==> config.mk <==
export PLATFORM = sky130hd
export DESIGN_NAME = fbbc_cell
export DESIGN_NICKNAME = d
export VERILOG_FILES = /design/src/hw/rtl/fbbc_pkg.sv /design/src/hw/rtl/fbbc_cell.sv
export SDC_FILE = /design/constraint.sdc
export NUM_CORES = 1
export LEC_CHECK = 0
export ABC_AREA = 1
export BUFFER_PORTS_ARGS = -buffer_cell sky130_fd_sc_hd__buf_2
export CAP_MARGIN = 10
export CORE_AREA = 8 8 266 268
export DETAILED_ROUTE_END_ITERATION = 10
export DIE_AREA = 0 0 274 276
export GPL_TIMING_DRIVEN = 1
export PLACE_DENSITY_LB_ADDON = 0.2
export SLEW_MARGIN = 30
export SYNTH_ARGS = -nofsm -noshare
export SYNTH_HDL_FRONTEND = slang
export SYNTH_SLANG_ARGS = --single-unit
==> constraint.sdc <==
create_clock -name clock -period 14.2 [get_ports clock]
set_input_delay 2.84 -clock clock [delete_from_list [all_inputs] [get_ports clock]]
set_output_delay 2.84 -clock clock [all_outputs]
set_load 0.05 [all_outputs]
==> src/hw/rtl/fbbc_pkg.sv <==
package fbbc_pkg;

   localparam int unsigned ENTRIES_DEFAULT = 64;
   localparam int unsigned KEY_W           = 128;
   localparam int unsigned SIZE_W          = 28;
   localparam int unsigned HANDLE_W        = 32;
   localparam int unsigned LIMIT_W         = 32;
   localparam int unsigned TOTAL_W         = 33;
   localparam int unsigned OUT_CNT_W       = 7;
   localparam logic [LIMIT_W-1:0] LIMIT_RESET = 32'd104857600;

   localparam logic MODE_INSERT = 1'b0;
   localparam logic MODE_LOOKUP = 1'b1;

   typedef enum logic [2:0] {
      ST_IDLE,
      ST_MATCH,
      ST_FULLDROP,
      ST_APPEND,
      ST_EVICT,
      ST_DONE
   } state_type;

   typedef struct packed {
      logic                valid;
      logic [KEY_W-1:0]    key;
      logic [SIZE_W-1:0]   size;
      logic [HANDLE_W-1:0] handle;
   } entry_type;

   typedef struct packed {
      logic shift;
      logic load;
   } cell_ctl_type;

endpackage

==> src/hw/rtl/fbbc_cell.sv <==
module fbbc_cell (
   input  logic                               clock,
   input  logic                               reset,
   input  fbbc_pkg::cell_ctl_type             ctl,
   input  fbbc_pkg::entry_type                nbr,
   input  fbbc_pkg::entry_type                new_entry,
   input  logic [fbbc_pkg::KEY_W-1:0]         search_key,
   output fbbc_pkg::entry_type                entry,
   output logic                               match
);

   fbbc_pkg::entry_type entry_ff, entry_in;

   always_comb begin
      entry_in = entry_ff;
      if (ctl.shift) begin
         entry_in = nbr;
      end else if (ctl.load) begin
         entry_in = new_entry;
      end
   end

   always_ff @(posedge clock) begin
      if (reset) begin
         entry_ff.valid <= 1'b0;
      end else begin
         entry_ff <= entry_in;
      end
   end

   assign entry = entry_ff;
   assign match = entry_ff.valid && (entry_ff.key == search_key);

endmodule

# Yosys cells after proc, flatten, opt, wreduce, memory -nomap -nowiden
# Cells that the tools add are included.
# Widths: inputs -> output; s select.
[word_totals] regBits=189 inputBits=510 output_inout_bits=190 word_cells=11
[op_classes] eq_ne=1 n_mux=2 bitwise=1 reduce_logical=3
[ops] cell="$mux 189" n=2
[ops] cell="$eq 128x128->1" n=1
[ops] cell="$reduce_and 2->1" n=1
[ops] cell="$reduce_bool 2->1" n=1
[ops] cell="$logic_and 1x1->1" n=1
[ops] cell="$not 1->1" n=1

# Longest topological paths before layout
# Gate-level depths: netlist of the first run.
[depth] depth_word=2 ltp_mapped=10 depth_no_buf=10

# Least setup slack after synthesis of the first run
# Ideal clock, no wire load.
[synth_path] kind="input-to-reg" startpoint="input port ctl[1] in the netlist's numbering" endpoint="register entry_ff, in the netlist entry[0], enable pin" setup_time_ns=0.741 arrival_time_ns=10.894 t_required_ns=13.459 slack_ns=2.565 cell_stages=3 path_buffers=1 cell_sequence="buf_2 nor2_1 nor2_1"
[synth_between] elab_chain_cells=2
[synth_lines] item="start, declared" line="fbbc_cell.sv:4" text="input fbbc_pkg::cell_ctl_type ctl,"
[synth_lines] item="$reduce_bool 2->1 (no source line)"
[synth_lines] item="$reduce_and 2->1 (no source line)"
[synth_lines] item="end signal, assigned" line="fbbc_cell.sv:27" text="entry_ff <= entry_in;"
[synth_lines] item="end, declared" line="fbbc_cell.sv:12" text="fbbc_pkg::entry_type entry_ff, entry_in;"
# Every way passes these cells.
# A chain may end at the register's enable or synchronous reset.

# Worst setup path after layout of the first run
[layout_path] startpoint="input port search_key[114] in the netlist's numbering" endpoint="output port match"
[layout_between] elab_chain_cells=2
[layout_lines] item="start, declared" line="fbbc_cell.sv:7" text="input logic [fbbc_pkg::KEY_W-1:0] search_key,"
[layout_lines] item="$eq 128x128->1" line="fbbc_cell.sv:32" text="assign match = entry_ff.valid && (entry_ff.key == search_key);"
[layout_lines] item="$logic_and 1x1->1" line="fbbc_cell.sv:32"
[layout_lines] item="end, declared" line="fbbc_cell.sv:9" text="output logic match"
# Every way passes these cells.

==> run summary, run 1 <==
antenna violations before repair - 22
H-tree depth - 4
Post-Synth XOR/XNOR Area - 2.39%
# fillers - 7596
Fin. Hold Viols - 0
Max IR drop VDD - 0.0727 mV
drt via density - 3.76
Cell Area, Synth - 10200 sq um
final setup margin - 6.74 ns
Initial DRC Count - 467
routability cong. - 0.918
count of cell types in the netlist - 18
f_max - 134 MHz
most frequent cells in the layout - nand2_1 (778), buf_2 (698), edfxtp_1 (188), inv_1 (135), nor2_1 (85)
CTS tree - done
clk root buf - clkbuf_16
initial cell density of the core - 15.4%
P per Cell Area - 111 nW/um^2
final total power - 0.00170 W
CTS sink count - 189
WP data arrival - 4.62 ns
Crit Path Class - in2out
# port buffers - 699
final WL - 59800 microns
TritonCTS Buffers - 17
most common cell after layout, fill and taps aside - nand2_1
largest net degree at the start of global routing - 111
Post-CTS Repair Setup Buffers - 0
DR vias - 10.9k
worst skew pair latency - 0.48 ns
final count of negative-setup-slack endpoints - 0
post-synthesis compound-gate area fraction - 2.85%
sequential fraction of the synthesis area - 55.3%
Final nets - 2520
Max Slew Vio Count - 0
die height - 276 microns
Fin Setup TNS - 0 ns
final worst-path cycle share - 52.5%
Worst-path clk slew - 0.08 ns
mux cell area share after synthesis - 0%
synthesis-to-finish area growth - 48.9%
Area after DPL - 14700 sq um
synthesized area per cell - 7.73 sq um
DR WL/cell - 20.6 microns
Lkg Pwr - 8.05 nW
Mapped Nets - 1836
hold_buf cts - 0
status - completed
Seq cells post-synth - 189
Max FO, Critical Path - 2
hold crit path type - reg2reg
clk_skew - 0 ns
crit path capture type - output pin
Die W - 274 microns
GRT overflow - 0
Detail Route Antenna Nets - 0
die area - 75600 sq um
# Max-Cap Violations - 0
Core Box Area - 66600 sq um
drt first pass iters - 5
Synth warnings - 0
adder-cell share of the synthesized area - 0%
final instance area - 15300 sq um
vias in the first global route - 11.7k
unrepaired setup endpoints after global routing - no
Mapped Cells - 1326
Worst Setup Start Kind - input port
fin crit period - 7.46 ns
actual slew at the worst max-slew pin - 0.896 ns
Post-route DRC - 0
ratio of cells with drive above 1 in the final layout - 36.6%
Rows - 95
Critical Path RT - 11.36 ns
clock tree buffer depth - 2
largest family of logic cells by synthesized area - simple AND/OR/NAND/NOR gates
Total GRT Usage - 15.1%
io pins - 700
first-pass GRT wire length - 81800 microns
post-cts sizing count - 0
synthesized-area fraction occupied by and/or/nand/nor cells - 32.1%
pre-CTS WS - 6.46 ns
Largest register FFs - 189
Detailed Place HPWL - 51100 microns
Slew HR - 40.3%
FF-to-FF setup slack - 13.41 ns
Final Core Density - 22.9%
==> through the flow <==
| stage | hold WS [ns] | std cells |
|---|---|---|
| CTS | 0.660 | 2896 |
| detailed placement | 0.645 | 2864 |
| global placement | 0.648 | 2864 |
| floorplan | 0.791 | 1326 |
| global route | 0.675 | 2898 |
| finish | 0.643 | 2901 |
==> cell usage after synthesis (all sizes together) <==
cell type  count  area [sq um]
nand2        778          2920
edfxtp       188          5650
inv          138           518
nor2          86           323
o21ai         54           270
buf           35           210
xnor2         24           210
clkbuf         6          22.5
nand3          6          30.0
xor2           4          35.0
nand4          2          12.5
o22ai          2          12.5
a31o           1          8.76
dfxtp          1          20.0
nor3           1          5.00
==> final timing paths <==
check             cells after the start          to            start
hold / removal                        3  entry[188]       entry[188]
setup reg to reg                      3  entry[188]       entry[188]
setup / recovery                     11       match  search_key[114]
hold reg to reg                       3  entry[188]       entry[188]
==> metal layers <==
layer | global-route usage (%) | vias to the layer above | wire, microns
met2 | 27.7 | 517 | 30600
li1 | - | 5454 | -
met4 | 5.61 | 18 | 1930
met1 | 14.7 | 4848 | 21100
met3 | 6.54 | 78 | 6100
met5 | 0 | - | 109
==> worst max-delay path, cell delays in order <==
cell	delay, ns
buf_2	0.11
nor2_1	0.10
nor2_1	0.05
nor2_1	0.32
nand2_1	0.13
nor2_1	0.13
nand2_1	0.06
nor2_1	0.15
nand3_1	0.22
nor2_1	0.18
buf_2	0.32
==> logic make-up (layout without fill, tap and decap cells) <==
group,Yosys count,after routing
flip-flops,189,189
AND/OR/NAND/NOR,873,873
other,0,5
XOR/XNOR,28,28
buffers and inverters,179,876
AO/OA/AOI/OAI,57,57
==> cell type report <==
| type | instances | area [sq um] | area share (%) |
|---|---|---|---|
| tap | 873 | 1090 | 7.16 |
| timing repair buffer | 706 | 3560 | 23.4 |
| multi-input combinational | 958 | 3830 | 25.1 |
| antenna | 5 | 12.5 | 0.0820 |
| clock buffer | 18 | 429 | 2.81 |
| clock inverter | 14 | 131 | 0.861 |
| sequential | 189 | 5670 | 37.1 |
| inverter | 138 | 523 | 3.43 |
==> where the power goes <==
group / leakage [nW] / internal, W / switching, W
combinational: 5.99 / 0.000132 / 0.000352
sequential: 1.79 / 0.000680 / 0.0000439
clock: 0.266 / 0.000232 / 0.000257
total: 8.05 / 0.00104 / 0.000654
(Power assumes the default switching activity.)
==> inputs of run 2 (changes only) <==
clock period = 6.9 ns   (was 14.2 ns; I/O delays follow)
==> run 2 against run 1 <==
  * Worst hold slack got worse by 0.0097 ns
  * Utilization increased by 0.087 points
  * Sequential share of layout area decreased by 0.14 points
  * Setup slack got worse by 4.3 ns
  * Wire length decreased by 1.2%
  * Largest cell class unchanged
  * Highest routed layer is now met4
==> run summary, run 2 (synthesized netlist as in run 1, its figures left out) <==
Total GRT Usage - 15.0%
final WL - 59100 microns
actual slew at the worst max-slew pin - 0.868 ns
Worst Path Buf+Inv - 3
worst skew pair latency - 0.48 ns
CP max stage cell - buf_2
drt via density - 3.75
WP data arrival - 3.12 ns
DR vias - 10.9k
vias in the first global route - 11.5k
drt first pass iters - 5
clk root buf - clkbuf_16
Worst Setup Start Kind - input port
most frequent cells in the layout - nand2_1 (778), buf_2 (698), edfxtp_1 (188), inv_1 (135), nor2_1 (85)
unrepaired setup endpoints after global routing - no
status - completed
fin crit period - 4.50 ns
first-pass GRT wire length - 81200 microns
hold_buf cts - 0
Die W - 274 microns
final worst-path cycle share - 65.3%
die area - 75600 sq um
Initial DRC Count - 557
ratio of cells with drive above 1 in the final layout - 36.6%
FF+latch area - 5670 sq um
post-cts sizing count - 0
CTS sink count - 189
GRT overflow - 0
most common cell after layout, fill and taps aside - nand2_1
Worst-path clk slew - 0.08 ns
Crit Path Class - in2out
WHS - 0.633 ns
TritonCTS Buffers - 17
Final Core Density - 23.0%
routability cong. - 0.876
Largest register FFs - 189
Fin Setup TNS - 0 ns
Post-route DRC - 0
CTS tree - done
DR WL/cell - 20.3 microns
antenna violations before repair - 18
clock tree buffer depth - 2
Area after DPL - 14700 sq um
Fin. Hold Viols - 0
Final nets - 2519
# port buffers - 699
Max FO, Critical Path - 2
final count of negative-setup-slack endpoints - 0
largest net degree at the start of global routing - 117
Max Slew Vio Count - 0
Lkg Pwr - 8.08 nW
initial cell density of the core - 15.4%
Max IR drop VDD - 0.147 mV
area taken by multi-input logic gates - 3830 sq um
Post-CTS Repair Setup Buffers - 0
Rows - 95
met2 wire length - 30200 microns
kind of cell adding the most delay to the critical path - simple AND/OR/NAND/NOR gates
Slew HR - 42.2%
die height - 276 microns
Metal-1 WL - 21800 microns
clk_skew - 0 ns
top layer in use - met4
crit path capture type - output pin
Slowest Stage Delay on Critical Path - 0.32 ns
Top cell by count, worst path - nor2_1
io pins - 700
Detail Route Antenna Nets - 0
hold crit path type - reg2reg
Critical Path RT - 5.52 ns
H-tree depth - 4
WL met3 - 5560 microns
crit-path cells - buf_2 -> inv_1 -> nand2_1 -> o21ai_0 -> nor2_1 -> nand4_1 -> nor2_1 -> nand3_1 -> nor2_1 -> buf_2
# fillers - 7565
Core Box Area - 66600 sq um
P per Cell Area - 232 nW/um^2
final instance area - 15300 sq um
Detailed Place HPWL - 50300 microns
f_max - 222 MHz
synthesis-to-finish area growth - 49.5%
# Max-Cap Violations - 0
==> run 2: metal layers <==
| layer | vias up | GRT usage, % |
|---|---|---|
| li1 | 5467 | - |
| met1 | 4838 | 15.7 |
| met2 | 527 | 27.2 |
| met3 | 55 | 5.60 |
| met4 | 0 | 5.30 |
| met5 | - | 0 |
==> run 2: final timing paths <==
check,from,end,slack [ns],depth (start not counted)
worst max-delay path,search_key[67],match,2.40,10
worst min-delay path,entry[188],entry[188],0.63,3
worst max register to register,entry[188],entry[188],6.13,3
worst min register to register,entry[188],entry[188],0.63,3
==> run 2: final cells by class <==
class                           instances  share of cell area (%)
Multi-Input combinational cell        958                    25.0
Inverter                              138                    3.42
Tap cell                              873                    7.13
Clock inverter                         14                    1.10
Timing Repair Buffer                  705                    23.3
Sequential cell                       189                    37.0
Clock buffer                           18                    2.80
Antenna cell                            9                   0.147
==> run 2: report_power, final <==
group | switching (W) | total, W | leakage [nW] | internal (W)
clock network | 0.000549 | 0.00107 | 0.294 | 0.000521
logic | 0.000723 | 0.000996 | 6.00 | 0.000273
registers | 0.0000940 | 0.00149 | 1.79 | 0.00140
total | 0.00137 | 0.00356 | 8.08 | 0.00219
==> run 2: per-stage QoR <==
step / setup WS, ns / power, W / std cells
after detailed placement: 2.13 / 0.00254 / 2863
after global routing: 2.12 / 0.00374 / 2900
after floorplan: 2.09 / 0.00210 / 1326
final: 2.40 / 0.00356 / 2904
after CTS: 2.12 / 0.00365 / 2895
after global placement: 2.13 / 0.00254 / 2863
==> run 2: tightest hold or removal path, stage by stage, from the launching register on <==
cell and delay [ns]:
dfxtp_1 0.35, nand2_1 0.08, a31o_2 0.13, inv_1 0.03
==> inputs of run 3 (changes only) <==
clock period = 4.5 ns   (was 6.9 ns; I/O delays follow)
==> run 3 against run 2 <==
  * Clock power up 51%
  * Wire length up 0.62%
  * Highest routed layer unchanged
  * Critical path depth unchanged
  * Critical path type unchanged
  * Largest cell class unchanged
  * Critical endpoint unchanged
  * Count of clock-buffer cells in the layout unchanged
  * Register-to-register slack worse by 2.4 ns
==> run summary, run 3 (synthesized netlist as in run 1, its figures left out) <==
drt via density - 3.76
most common cell after layout, fill and taps aside - nand2_1
final worst-path cycle share - 83.0%
first-pass GRT wire length - 81200 microns
pre-CTS WS - 0.664 ns
hold crit path type - reg2reg
worst skew pair latency - 0.47 ns
die height - 276 microns
Crit. Startpoint - search_key[67]
crit-path cells - buf_2 -> inv_1 -> nand2_1 -> o21ai_0 -> nor2_1 -> nand4_1 -> nor2_1 -> nand3_1 -> nor2_1 -> buf_2
Clock power frac - 29.7%
FF+latch area - 5670 sq um
Hold Path End - entry[188]
drt first pass iters - 6
Max Slew Vio Count - 0
Core Box Area - 66600 sq um
CTS tree - done
unrepaired setup endpoints after global routing - no
clk_skew - 0 ns
DR WL/cell - 20.5 microns
final WL - 59500 microns
die area - 75600 sq um
synthesis-to-finish area growth - 49.8%
Lkg Pwr - 8.10 nW
vias in the first global route - 11.5k
Slew HR - 47.7%
# port buffers - 699
largest net degree at the start of global routing - 83
combinational fraction of design power - 28.3%
Largest register FFs - 189
status - completed
Top cell by count, worst path - nor2_1
# Max-Cap Violations - 0
sw frac - 37.6%
Reg-to-Reg End - entry[188]
final setup margin - 0.763 ns
# fillers - 7528
Final Core Density - 23.0%
Worst-path clk slew - 0.08 ns
Die W - 274 microns
fin crit period - 3.74 ns
GRT overflow - 0
Post-CTS Repair Setup Buffers - 0
actual slew at the worst max-slew pin - 0.784 ns
hold_buf cts - 0
Placed Cells - 2867
CTS sink count - 189
Hold Startpoint - entry[188]
Worst Setup Start Kind - input port
H-tree depth - 4
final count of negative-setup-slack endpoints - 0
area taken by multi-input logic gates - 3830 sq um
Final nets - 2523
P per Cell Area - 355 nW/um^2
Detailed Place HPWL - 51000 microns
ratio of cells with drive above 1 in the final layout - 36.8%
Fin. Hold Viols - 0
Worst Path Buf+Inv - 3
antenna violations before repair - 9
CP max stage cell - nand4_1
Rows - 95
Initial DRC Count - 470
most frequent cells in the layout - nand2_1 (778), buf_2 (698), edfxtp_1 (188), inv_1 (135), nor2_1 (85)
R2R Path Start - entry[188]
kind of cell adding the most delay to the critical path - simple AND/OR/NAND/NOR gates
Max IR drop VDD - 0.219 mV
TritonCTS Buffers - 17
Post-route DRC - 0
Slowest Stage Delay on Critical Path - 0.43 ns
initial cell density of the core - 15.4%
post-cts sizing count - 0
WP data arrival - 2.84 ns
hold depth - 3
io pins - 700
routability cong. - 0.881
Net Sw Power - 0.00205 W
Pint - 0.00340 W
clk root buf - clkbuf_16
Crit Path Class - in2out
R2R depth - 3
Critical Path RT - 3.60 ns
FF-to-FF setup slack - 3.74 ns
DR vias - 10.9k
clock tree buffer depth - 2
Fin Setup TNS - 0 ns
Detail Route Antenna Nets - 0
crit path capture type - output pin
final instance area - 15300 sq um
Total GRT Usage - 15.0%
Reg power frac - 42.0%
Max FO, Critical Path - 2
f_max - 268 MHz
Area after DPL - 14700 sq um
Cell Count, Final, Fillers Out - 2903
run 3: cell count changes in the layout (fill, tap and decap cells not counted), moves of 2 or more:
cell / before / now
clkinv_8: 2 / 0
clkinv_2: 0 / 3
buf_12: 2 / 4
inv_8: 4 / 2
clkinvlp_4: 0 / 2
buf_4: 4 / 6
diode_2: 9 / 4
run 3: layer usage:
layer / GRT usage [%] / part of all wire [%] / up-vias
met5: 0 / 0 / -
met4: 4.50 / 2.1 / 0
met3: 4.49 / 7.4 / 49
met2: 27.8 / 52 / 495
met1: 16.1 / 39 / 4920
li1: - / - / 5462
run 3: stage by stage:
| step | hold slack, ns | power [W] |
|---|---|---|
| floorplan | 0.791 | 0.00322 |
| global route | 0.637 | 0.00572 |
| finish | 0.624 | 0.00545 |
| detailed placement | 0.616 | 0.00390 |
| CTS | 0.614 | 0.00558 |
| global placement | 0.599 | 0.00390 |
run 3: final cells by class:
| class | count | area share, % |
|---|---|---|
| Tap cell | 873 | 7.12 |
| Timing Repair Buffer | 709 | 23.7 |
| Inverter | 138 | 3.41 |
| Clock buffer | 18 | 2.80 |
| Sequential cell | 189 | 36.9 |
| Multi-Input combinational cell | 958 | 25.0 |
| Antenna cell | 4 | 0.0652 |
| Clock inverter | 14 | 1.02 |
run 3: worst min-delay path, cell delays in order, from the launching register on:
cell and delay (ns):
dfxtp_1 0.35, nand2_1 0.08, a31o_2 0.13, inv_1 0.03
run 3: power by group through the flow:
stage | Combinational [W] | Clock, W | Sequential (W)
2_1_floorplan | 0.000368 | 0 | 0.00285
3_3_place_gp | 0.00158 | 0 | 0.00233
3_5_place_dp | 0.00157 | 0 | 0.00233
4_1_cts | 0.00157 | 0.00171 | 0.00230
5_1_grt | 0.00166 | 0.00175 | 0.00231
6_report | 0.00154 | 0.00162 | 0.00229
run 3: worst max-delay path by stage:
stage | cells after the start | to | slack, ns
after CTS | 8 | match | 0.64
after global routing | 10 | match | 0.62
after detailed placement | 10 | match | 0.66
after floorplan | 3 | entry[0] | 0.17
after global placement | 12 | match | 0.63
final | 10 | match | 0.76
